===== src/design/c2d_ram.sv =====
// Generic single-write, single-read RAM with registered read data.
module c2d_ram #(
    parameter int WIDTH = 16,
    parameter int DEPTH = 256,
    parameter int AW    = (DEPTH > 1) ? $clog2(DEPTH) : 1
) (
    input  logic             clk,
    input  logic             we,
    input  logic [AW-1:0]    waddr,
    input  logic [WIDTH-1:0] wdata,
    input  logic [AW-1:0]    raddr,
    output logic [WIDTH-1:0] rdata
);

    logic [WIDTH-1:0] mem [DEPTH];

    always_ff @(posedge clk)
    begin
        if (we)
        begin
            mem[waddr] <= wdata;
        end
        rdata <= mem[raddr];
    end

endmodule


===== config.mk =====
export PLATFORM = sky130hd
export DESIGN_NAME = c2d_ram
export DESIGN_NICKNAME = d
export VERILOG_FILES = /design/src/design/c2d_ram.sv
export SDC_FILE = /design/constraint.sdc
export NUM_CORES = 2
export LEC_CHECK = 0
export BUFFER_PORTS_ARGS = -buffer_cell sky130_fd_sc_hd__buf_2
export CAP_MARGIN = 20
export CORE_MARGIN = 1
export CORE_UTILIZATION = 55
export CTS_CLUSTER_SIZE = 8
export DETAILED_ROUTE_END_ITERATION = 8
export GPL_TIMING_DRIVEN = 0
export PLACE_DENSITY = 0.72
export SLEW_MARGIN = 5
export SYNTH_ARGS = -nofsm -noshare
export SYNTH_HDL_FRONTEND = slang
export SYNTH_SLANG_ARGS = --single-unit

===== constraint.sdc =====
create_clock -name clk -period 4.3 [get_ports clk]
set_clock_uncertainty 0.2 [all_clocks]
set_input_delay 1.29 -clock clk [delete_from_list [all_inputs] [get_ports clk]]
set_output_delay 1.29 -clock clk [all_outputs]
set_load 0.05 [all_outputs]

==> impl.org <==
** Critical path
- Data on the critical path is required at its endpoint by between 4 and 5 ns.
- The startpoint identified for the worst register-to-register timing path is mem[63][15].
- Count of cells along the worst register-to-register path :: 6
- STA puts the critical path data arrival time at around 5.2 ns.
- Register-to-register setup slack :: 1.09 ns
- The worst register-to-register path ends at rdata[15].
- In this run the worst path has a maximum fanout of 10.
- The setup path with the least slack is of type in2reg.
- The worst setup path is captured at a flip-flop.
- Startpoint kind of the worst setup timing path :: primary input

** Logic synthesis
- Largest cells by area after synthesis :: sky130_fd_sc_hd__edfxtp_1 (77%), sky130_fd_sc_hd__mux4_2 (11%), sky130_fd_sc_hd__mux2i_1 (3.6%)
- Sequential elements use 77.7% of the synthesized area.
- Unique cell type count in the Yosys netlist :: between 50 and 60
- Main synth FF type :: sky130_fd_sc_hd__edfxtp_1
- Post-synth top area cell :: sky130_fd_sc_hd__edfxtp_1
- Synthesized area per cell :: roughly 22 um^2
- The share of synthesized area in the top cell type comes to between 70 and 80%.
- Count of flip-flops with a built-in enable after synthesis :: around 4000
- Counting every instance in the synthesized netlist gives 7360.
- Summing every instance area after synthesis gives 159000 um^2.
- Synthesis produced a netlist with a net count of approximately 7400.
- Register bit total from synthesis :: between 4000 and 5000
- Yosys printed 0 warnings.
- In the synthesized netlist the async set-or-reset flop fraction comes to 0%.

** Timing
- Fmax :: 0.220 GHz
- Remaining max-slew budget at the tightest pin :: about a fifth
- Worst Slack Setup Final :: -0.244 ns
- Setup violations remaining at the end of the flow were counted as 15.
- Subtracting the final worst setup slack from the clock period gives roughly 4.5 ns.
- RSZ-0062 raised after global routing :: true
- On the final layout, the worst hold slack is 0.386 ns.
- Max-slew violation total from the final report :: 0
- Worst Tran Pin Value :: approximately 1.2 ns
- The final hold violation count was 0.
- In the finished design, the share of the clock period the worst path needs comes to 106%.

** Power and ir drop
- Power, Total :: about 0.090 W
- Per report_power, the clock group accounts for between 40% and 50% of the total.
- IR analysis of the VDD net gives a maximum drop of between 300 and 400 uV.
- For this design the ratio of total power to cell area is 485 nW/um^2.
- Internal power comes to 0.0704 W.
- Part of the total power dissipated in combinational logic :: approximately 5.7%
- The analysis attributes to cell leakage a power of 59.8 nW.
- Switching power share of the total :: roughly 22%
- Net Sw Power :: 0.0200 W
- Registers are responsible for 49.0% of the overall power.

** Route
- After the first detailed-routing iteration, the DRC count stood at roughly 16000.
- For this run, the detailed router's first-pass iteration total came to 6.
- Summed over all layers, the routed wires come to around 500000 um.
- Dividing the detail-routed wire length by the instance count gives between 40 and 50 um.
- Detailed-route DRC error count :: 0
- Antenna violation net count after detailed routing :: 0
- The routed layout has between 80000 and 90000 vias.
- Number of vias per cell after detailed routing :: 7.20

** Die
- Initial Util :: between 50% and 60%
- The floorplan has just under 200 rows.
- The die is approximately 540 um tall.
- Measured along the x axis, the die boundary spans 539 um.
- The die covers between 200000 and 300000 um^2.
- After floorplanning, the core was sized to cover about 290000 um^2.
- Pin placement for this block handled 50 I/O pins.

** Clocking
- TritonCTS clock tree :: yes
- The number of clock buffers added by TritonCTS is 588.
- Count of hold-fix buffers inserted at cts :: 0
- Clock Sinks :: 4112
- Clock latency reported for the late side of the worst-skew pair :: 1.00 ns
- The root buffer cell chosen for the clock tree is sky130_fd_sc_hd__clkbuf_16.
- CTS built an H-tree with a depth of 6.
- Buffers from clock root to sink, at most :: 4
- Post-CTS setup-driven buffer insertion count :: 0
- After clock tree synthesis, the clock-pin slew on the worst setup and hold paths is ~0.050 ns.

** GRT
- The via count of the first global-routing pass was ~85000.
- Overall overflow remaining after global route :: 0
- The first global-routing pass estimated roughly 680000 um of wire.
- Antenna violations before repair :: 36
- Largest net degree at the start of global routing :: 145
- Global routing consumed, over all layers together, 34.0% of the routing resources.

** Cells and area
- Area growth from synthesis to layout :: 17.5%
- The library cells used most frequently in the layout, excluding fill and tap cells, are sky130_fd_sc_hd__edfxtp_1 (4096), sky130_fd_sc_hd__mux4_2 (797), sky130_fd_sc_hd__clkbuf_16 (595).
- Leaving out fill and tap cells, the most frequent cell in the layout is sky130_fd_sc_hd__edfxtp_1.
- Proportion of layout cells with a drive suffix above 1 :: 30.6%
- NumNets Final :: ~8300

** Placement
- PortBufs :: 39
- Detailed placement finished with a half-perimeter wire length of 326000 um.
- Routability-driven placement finished with a final weighted congestion of between 1 and 1.5.

** Min path
- The worst hold path begins at wdata[11].
- Worst hold path class :: in2reg
- Endpoint of the worst hold path :: mem[77][11]
- WHS Path Cells :: 1

** Flow run
- Number of max-capacitance violations reported :: 0

** Outcome
- The final reports fail on negative setup slack.
- Run status :: finished, violations left
[routing by layer]
layer / up-vias / track usage, % / part of all wire [%]
li1: 32962 / - / -
met1: 45126 / 45.4 / 34
met2: 7899 / 48.6 / 44
met3: 1409 / 11.8 / 16
met4: 8 / 19.8 / 6.7
met5: - / 0 / 0.011
[state kept, by name (all words and copies together) (netlist names)]
signal,cells
mem,4096
rdata,16
[critical path: stages]
cell and delay, ns:
sky130_fd_sc_hd__buf_2 0.26, sky130_fd_sc_hd__nand2b_1 0.21, sky130_fd_sc_hd__buf_2 0.22, sky130_fd_sc_hd__clkbuf_2 0.37, sky130_fd_sc_hd__clkbuf_1 0.36, sky130_fd_sc_hd__buf_8 0.25
sky130_fd_sc_hd__o221ai_1 0.34, sky130_fd_sc_hd__a21oi_1 0.16, sky130_fd_sc_hd__o31ai_2 0.59, sky130_fd_sc_hd__o32ai_2 0.32, sky130_fd_sc_hd__nor4_1 0.50, sky130_fd_sc_hd__buf_2 0.29
[cells in the mapped netlist (4+ instances only)]
cell type	n
sky130_fd_sc_hd__buf_4	26
sky130_fd_sc_hd__mux4_2	797
sky130_fd_sc_hd__o21ai_0	37
sky130_fd_sc_hd__nor2b_1	9
sky130_fd_sc_hd__a22o_1	32
sky130_fd_sc_hd__a2111oi_0	6
sky130_fd_sc_hd__or2_2	4
sky130_fd_sc_hd__a21oi_1	175
sky130_fd_sc_hd__edfxtp_1	4096
sky130_fd_sc_hd__nor2_1	304
sky130_fd_sc_hd__o22ai_1	148
sky130_fd_sc_hd__buf_8	11
sky130_fd_sc_hd__nand4_1	26
sky130_fd_sc_hd__o31ai_1	16
sky130_fd_sc_hd__buf_12	5
sky130_fd_sc_hd__o32ai_1	20
sky130_fd_sc_hd__a31oi_1	6
sky130_fd_sc_hd__nand3_1	35
sky130_fd_sc_hd__a22oi_1	43
sky130_fd_sc_hd__mux2_2	88
sky130_fd_sc_hd__a211oi_1	18
sky130_fd_sc_hd__and3_1	11
sky130_fd_sc_hd__nor3_1	92
sky130_fd_sc_hd__o221ai_1	252
sky130_fd_sc_hd__buf_2	76
sky130_fd_sc_hd__clkbuf_1	230
sky130_fd_sc_hd__mux2i_1	565
sky130_fd_sc_hd__nand2_1	38
sky130_fd_sc_hd__a221oi_1	28
sky130_fd_sc_hd__buf_6	77
sky130_fd_sc_hd__dfxtp_1	16
sky130_fd_sc_hd__nor4_1	17
sky130_fd_sc_hd__buf_1	27
[worst max-delay path by stage]
stage	slack [ns]	end	start
final	-0.24	rdata[0]	raddr[2]
after detailed placement	-2.68	rdata[10]	raddr[3]
after global placement	-3.12	rdata[3]	raddr[1]
after global routing	0.0005	rdata[5]	raddr[2]
after CTS	0.0003	rdata[7]	raddr[2]
after floorplan	0.64	mem[235][0]	waddr[3]
[power groups by stage]
stage               clock network (W)  logic [W]  registers (W)
finish                         0.0409    0.00518         0.0443
global route                   0.0424    0.00519         0.0443
CTS                            0.0408    0.00496         0.0443
detailed placement                  0    0.00481         0.0451
global placement                    0    0.00451         0.0452
floorplan                           0    0.00218         0.0452
[logic make-up after synthesis]
group / Yosys count / share of synthesized area [%]
AOI/OAI and AO/OA: 786 / 3.54
buffers and inverters: 456 / 1.69
DFF: 4112 / 77.7
muxes: 1450 / 15.5
and+or+nand+nor: 556 / 1.57
[cell type report]
class	count	area [um^2]
fillers	17769	99500
clock buffers	610	14900
flip-flops and latches	4112	123000
repair buffers	351	5430
clock inverters	46	786
inverters	4	15.0
plain buffers	449	2910
well taps	3762	4710
diodes	21	52.6
multi-input cells	2792	34300
[repair_timing]
item / CTS / global route
gates cloned: 0 / 0
endpoints found under the setup margin: 16 / 16
gates resized for setup: 207 / 106
endpoints found under the hold margin: 0 / 0
pin swaps: 1 / 4
[through the flow]
step	setup WS, ns	area, um^2	util [%]	TNS [ns]	std cells
after floorplan	0.645	159000	-	0	7360
after global placement	-3.12	164000	57.2	-	11161
after detailed placement	-2.68	170000	59.3	-251.18	11471
after CTS	0.000270	186000	65.1	0	12124
after global routing	0.000505	186000	65.2	0	12136
final	-0.244	186000	65.2	-1.99	12147
(Power assumes the default switching activity.)
