### src/design/c2d_pkg.sv
// Shared constants, codes and types for the 2D convolution block.
package c2d_pkg;

    // Default store bounds
    localparam int MAX_KERNEL_DIM_DEF = 16;
    localparam int MAX_IMAGE_DIM_DEF  = 64;

    // Fixed-point and centering constants
    localparam int FRAC_BITS  = 14;
    localparam int CENTER_DIV = 2;

    // Field widths
    localparam int ACTION_W = 2;
    localparam int POS_W    = 6;
    localparam int SAMPLE_W = 16;
    localparam int RESULT_W = 32;
    localparam int KDIM_W   = 5;
    localparam int IDIM_W   = 7;
    localparam int CFG_IDX_W  = 3;
    localparam int CFG_DATA_W = 7;
    localparam int S_TDATA_W  = 32;
    localparam int M_TDATA_W  = 48;

    // Actions
    localparam logic [ACTION_W-1:0] ACT_LOAD_COEF  = 2'd0;
    localparam logic [ACTION_W-1:0] ACT_LOAD_PIXEL = 2'd1;
    localparam logic [ACTION_W-1:0] ACT_COMPUTE    = 2'd2;

    // Configuration register indexes
    localparam logic [CFG_IDX_W-1:0] CFG_KERNEL_ROWS = 3'd0;
    localparam logic [CFG_IDX_W-1:0] CFG_KERNEL_COLS = 3'd1;
    localparam logic [CFG_IDX_W-1:0] CFG_IMAGE_ROWS  = 3'd2;
    localparam logic [CFG_IDX_W-1:0] CFG_IMAGE_COLS  = 3'd3;

    // Configuration reset values
    localparam logic [KDIM_W-1:0] KERNEL_ROWS_RST = 5'd3;
    localparam logic [KDIM_W-1:0] KERNEL_COLS_RST = 5'd3;
    localparam logic [IDIM_W-1:0] IMAGE_ROWS_RST  = 7'd64;
    localparam logic [IDIM_W-1:0] IMAGE_COLS_RST  = 7'd64;

    // Sequencer to MAC control
    typedef struct packed {
        logic clear;
        logic issue;
        logic live;
    } mac_ctrl_t;

endpackage

### src/design/c2d_mac.sv
// Shared multiply-accumulate unit with floor scaling and 32-bit saturation.
module c2d_mac #(
    parameter int ACC_W = 41
) (
    input  logic                                 clk,
    input  logic                                 rst_n,
    input  c2d_pkg::mac_ctrl_t                   ctrl,
    input  logic signed [c2d_pkg::SAMPLE_W-1:0]  pixel,
    input  logic signed [c2d_pkg::SAMPLE_W-1:0]  coef,
    output logic        [c2d_pkg::RESULT_W-1:0]  result,
    output logic                                 saturated,
    output logic                                 busy
);

    localparam int PROD_W = 2 * c2d_pkg::SAMPLE_W;

    logic                     s1_issue_reg;
    logic                     s1_live_reg;
    logic                     s2_issue_reg;
    logic                     s2_live_reg;
    logic signed [PROD_W-1:0] prod_reg;
    logic signed [ACC_W-1:0]  acc_reg;
    logic signed [ACC_W-1:0]  shifted;
    logic                     fits;

    // Stage 1 lines up with the RAM read latency, stage 2 with the product.
    always_ff @(posedge clk or negedge rst_n)
    begin
        if (!rst_n)
        begin
            s1_issue_reg <= 1'b0;
            s1_live_reg  <= 1'b0;
            s2_issue_reg <= 1'b0;
            s2_live_reg  <= 1'b0;
        end
        else
        begin
            s1_issue_reg <= ctrl.issue;
            s1_live_reg  <= ctrl.issue & ctrl.live;
            s2_issue_reg <= s1_issue_reg;
            s2_live_reg  <= s1_live_reg;
        end
    end

    always_ff @(posedge clk)
    begin
        prod_reg <= pixel * coef;
        if (ctrl.clear)
        begin
            acc_reg <= '0;
        end
        else if (s2_live_reg)
        begin
            acc_reg <= acc_reg + ACC_W'(prod_reg);
        end
    end

    // Arithmetic shift gives floor division by 2^FRAC_BITS.
    assign shifted = acc_reg >>> c2d_pkg::FRAC_BITS;
    assign fits    = (&shifted[ACC_W-1:c2d_pkg::RESULT_W-1]) |
                     (~|shifted[ACC_W-1:c2d_pkg::RESULT_W-1]);

    always_comb
    begin
        saturated = ~fits;
        if (fits)
        begin
            result = shifted[c2d_pkg::RESULT_W-1:0];
        end
        else if (shifted[ACC_W-1])
        begin
            result = {1'b1, {(c2d_pkg::RESULT_W-1){1'b0}}};
        end
        else
        begin
            result = {1'b0, {(c2d_pkg::RESULT_W-1){1'b1}}};
        end
    end

    assign busy = s1_issue_reg | s2_issue_reg;

endmodule

### config.mk
export PLATFORM = sky130hd
export DESIGN_NAME = c2d_mac
export DESIGN_NICKNAME = d
export VERILOG_FILES = /design/src/design/c2d_pkg.sv /design/src/design/c2d_mac.sv
export SDC_FILE = /design/constraint.sdc
export NUM_CORES = 1
export LEC_CHECK = 0
export ABC_AREA = 1
export BUFFER_PORTS_ARGS = -buffer_cell sky130_fd_sc_hd__buf_2
export CORE_MARGIN = 5
export CORE_UTILIZATION = 35
export CTS_CLUSTER_SIZE = 24
export DETAILED_ROUTE_END_ITERATION = 10
export GPL_ROUTABILITY_DRIVEN = 0
export MAX_ROUTING_LAYER = met4
export SLEW_MARGIN = 20
export SYNTH_ARGS = -nofsm -noshare
export SYNTH_HDL_FRONTEND = slang
export SYNTH_SLANG_ARGS = --single-unit
### constraint.sdc
create_clock -name clk -period 3 [get_ports clk]
set_clock_uncertainty 0.2 [all_clocks]
set_input_delay 0 -clock clk [delete_from_list [all_inputs] [get_ports clk]]
set_output_delay 0 -clock clk [all_outputs]
set_load 0.005 [all_outputs]
==> results.sh <==
export IMPL_ant_nets=0
export IMPL_synth_edff_count=0
export IMPL_outcome="finished with violations"
export IMPL_r2r_slack_ps=400
export IMPL_synth_compound_area_share_pct=6.767
export IMPL_holdPathStages=2
export IMPL_clkLatencyLatePin_ps=350
export IMPL_hold_class="in -> reg"
export IMPL_die_w_um=222.9
export IMPL_synth_top_cell_area_share_pct=33.19
export IMPL_wirelength_um=45460
export IMPL_timing_rr_start="acc_reg[0]$_SDFFE_PP0P_"
export IMPL_fmax_mhz=207.2
export IMPL_maxCapViolCount=0
export IMPL_root_buffer="clkbuf_16"
export IMPL_ys_ff_latch=77
export IMPL_cts_tree="done"
export IMPL_dieHeight_um=222.9
export IMPL_path_clk_slew_ps=60
export IMPL_via_per_inst=4.685
export IMPL_overflow=0
export IMPL_synth_area_leaders="fa_1, inv_1, nand2_1"
export IMPL_wl_per_cell_um=15.02
export IMPL_dpl_hpwl_um=38110
export IMPL_synth_yosys_seq_area_share_pct=9.843
export IMPL_yosys_area_top_type="fa_1"
export IMPL_start_kind="input pin"
export IMPL_r2r_cells=13
export IMPL_grt_total_usage_pct=18.74
export IMPL_syn_inst=2203
export IMPL_synth_distinct_cells=41
export IMPL_timing_rr_end="acc_reg[28]$_SDFFE_PP0P_"
export IMPL_cp_max_fo=11
export IMPL_cts_buffers=9
export IMPL_grt_pass1_wl_um=75140
export IMPL_netlist_area_sq_um=15860
export IMPL_coreArea_sq_um=45090
export IMPL_synth_top_family_by_area="adder cells"
export IMPL_syn_avg_cell_area_sq_um=7.201
export IMPL_setup_violations_final=27
export IMPL_worst_slack_ps=-1826
export IMPL_cts_htree_levels=3
export IMPL_grt_pass1_vias=15360
export IMPL_synth_adder_area_share_pct=42.81
export IMPL_worstSetupEndpointType="register"
export IMPL_rsz0062_at_grt="true"
export IMPL_ys_flop_type="dfxtp_1"
export IMPL_cts_sinks=77
export IMPL_drc=0
export IMPL_clock_path_buffers=2
export IMPL_layout_drive_gt1_share_pct=25.55
export IMPL_drt_initial_drc_count=893
export IMPL_port_buffer_count=69
export IMPL_synth_xor_area_share_pct=2.981
export IMPL_tightest_slew_ps=773.4
export IMPL_violations="setup timing"
export IMPL_synth_area_mux_share_pct=0
export IMPL_grt_max_degree=40
export IMPL_antenna_cells=0
export IMPL_critPathRequiredTime_ps=3060
export IMPL_synth_simple_area_share_pct=20.86
export IMPL_yosys_warnings=0
export IMPL_holdPathEnd="acc_reg[40]$_SDFFE_PP0P_"
export IMPL_initial_core_util_pct=35.18
export IMPL_worst_setup_path_type="in -> reg"
export IMPL_finalNetCount=2844
export IMPL_largest_register_ffs=41
export IMPL_crit_arrival_ps=4890
export IMPL_vias=14180
export IMPL_slew_headroom_pct=48.44
export IMPL_syn_num_nets=2625
export IMPL_ios=71
export IMPL_antenna_found_initial=0
export IMPL_min_period_ps=4826
export IMPL_area_delta_synth_final_pct=30.77
export IMPL_final_core_util_pct=46.01
export IMPL_synthArstFlopShare_pct=5.195
export IMPL_drt_first_pass_iters=6
export IMPL_worstHoldStart="ctrl[2]"
export IMPL_final_max_slew_viol_count=0
export IMPL_dieArea_sq_um=49680
export IMPL_post_route_period_util_pct=160.9
export IMPL_hold_violations=0
export IMPL_num_rows=78
## per-stage QoR
step | instances | instance area [sq um] | hold WS [ps] | setup TNS [ps] | setup slack, ps
2_1_floorplan | 2203 | 16770 | -495.6 | -38760 | -1862
3_3_place_gp | 2953 | 18370 | -396.1 | -52010 | -2465
3_5_place_dp | 2953 | 18370 | -388.8 | -53510 | -2494
4_1_cts | 3006 | 19950 | 60.80 | -38380 | -1860
5_1_grt | 3027 | 20750 | 111.5 | -43540 | -2009
6_report | 3027 | 20750 | 64.27 | -39820 | -1826
## repair_timing
item,in CTS,in global routing
cloned,0,2
hold buffers,6,0
gates resized for setup,251,159
pin swaps,84,121
endpoints found under the setup margin,27,27
setup buffers,33,25
hold endpoints to repair,7,0
## cell families (layout without fill, tap and decap cells)
logic type | count (synthesis) | in the layout
AOI/OAI and AO/OA | 192 | 192
adders and majority gates | 385 | 385
DFF | 77 | 77
buffers and inverters | 667 | 891
other | 1 | 1
and+or+nand+nor | 827 | 827
xor gates and xnor gates | 54 | 54
## worst max-delay path, stage by stage
cell	delay, ps
buf_8	130
buf_4	140
or2_4	240
fa_2	510
inv_1	50
fa_2	530
inv_1	50
fa_1	490
inv_1	60
fa_1	460
fa_1	510
fa_1	450
ha_4	340
nand2_4	80
nor2_4	160
nand2_2	90
nor3_2	150
nand2_1	80
o211ai_1	140
xor2_1	220
## cells in the mapped netlist, drive strengths merged (6+ instances only)
library cell	count
o21bai	9
ha	122
xor2	34
a21o	6
o21ai	73
clkbuf	64
nand3	55
xnor2	20
nand2	536
fa	263
buf	38
dfxtp	73
inv	564
nor2	199
or2	6
nand4	22
a21oi	89
nor3	6
## area by class of cell
type                            instances  area (sq um)
Fill cell                            4416         24340
Timing Repair Buffer                  311          2851
Inverter                              564          2137
Clock buffer                           11         264.0
Sequential cell                        77          1563
Multi-Input combinational cell       1459         13120
Clock inverter                          5         56.30
Tap cell                              600         750.7
## worst max path at each step
stage / start / to / cells after the start
floorplan: coef[5] / prod_reg[31]$_DFF_P_ / 21
global placement: pixel[15] / prod_reg[28]$_DFF_P_ / 17
detailed placement: pixel[15] / prod_reg[28]$_DFF_P_ / 17
CTS: pixel[15] / prod_reg[28]$_DFF_P_ / 18
global route: pixel[12] / prod_reg[28]$_DFF_P_ / 20
finish: pixel[12] / prod_reg[28]$_DFF_P_ / 20
## per-layer routing
metal  up-vias  GRT usage, %  part of all wire [%]
met4         0         3.814                   2.1
li1       6850             -                     -
met3        82         1.487                   3.6
met2       350         34.26                    52
met5         -             -                     0
met1      6901         22.80                    42
## cell usage in the layout, fill, tap and decap left out, types with 23 or more instances in the layout
cell type,synthesis,routed
a21oi_1,89,57
buf_2,0,41
buf_4,34,173
buf_6,2,59
dfxtp_1,73,73
fa_1,263,240
fa_2,0,23
ha_1,122,87
ha_4,0,34
inv_1,563,508
inv_2,1,52
nand2_1,524,466
nand2_2,12,43
nand2_4,0,27
nand3_1,53,44
nor2_1,195,177
o21ai_0,63,47
xor2_1,34,26
Power is left out: the tool's default activity adds up to more than one toggle a clock period on the data nets, which glitch-free logic cannot reach.
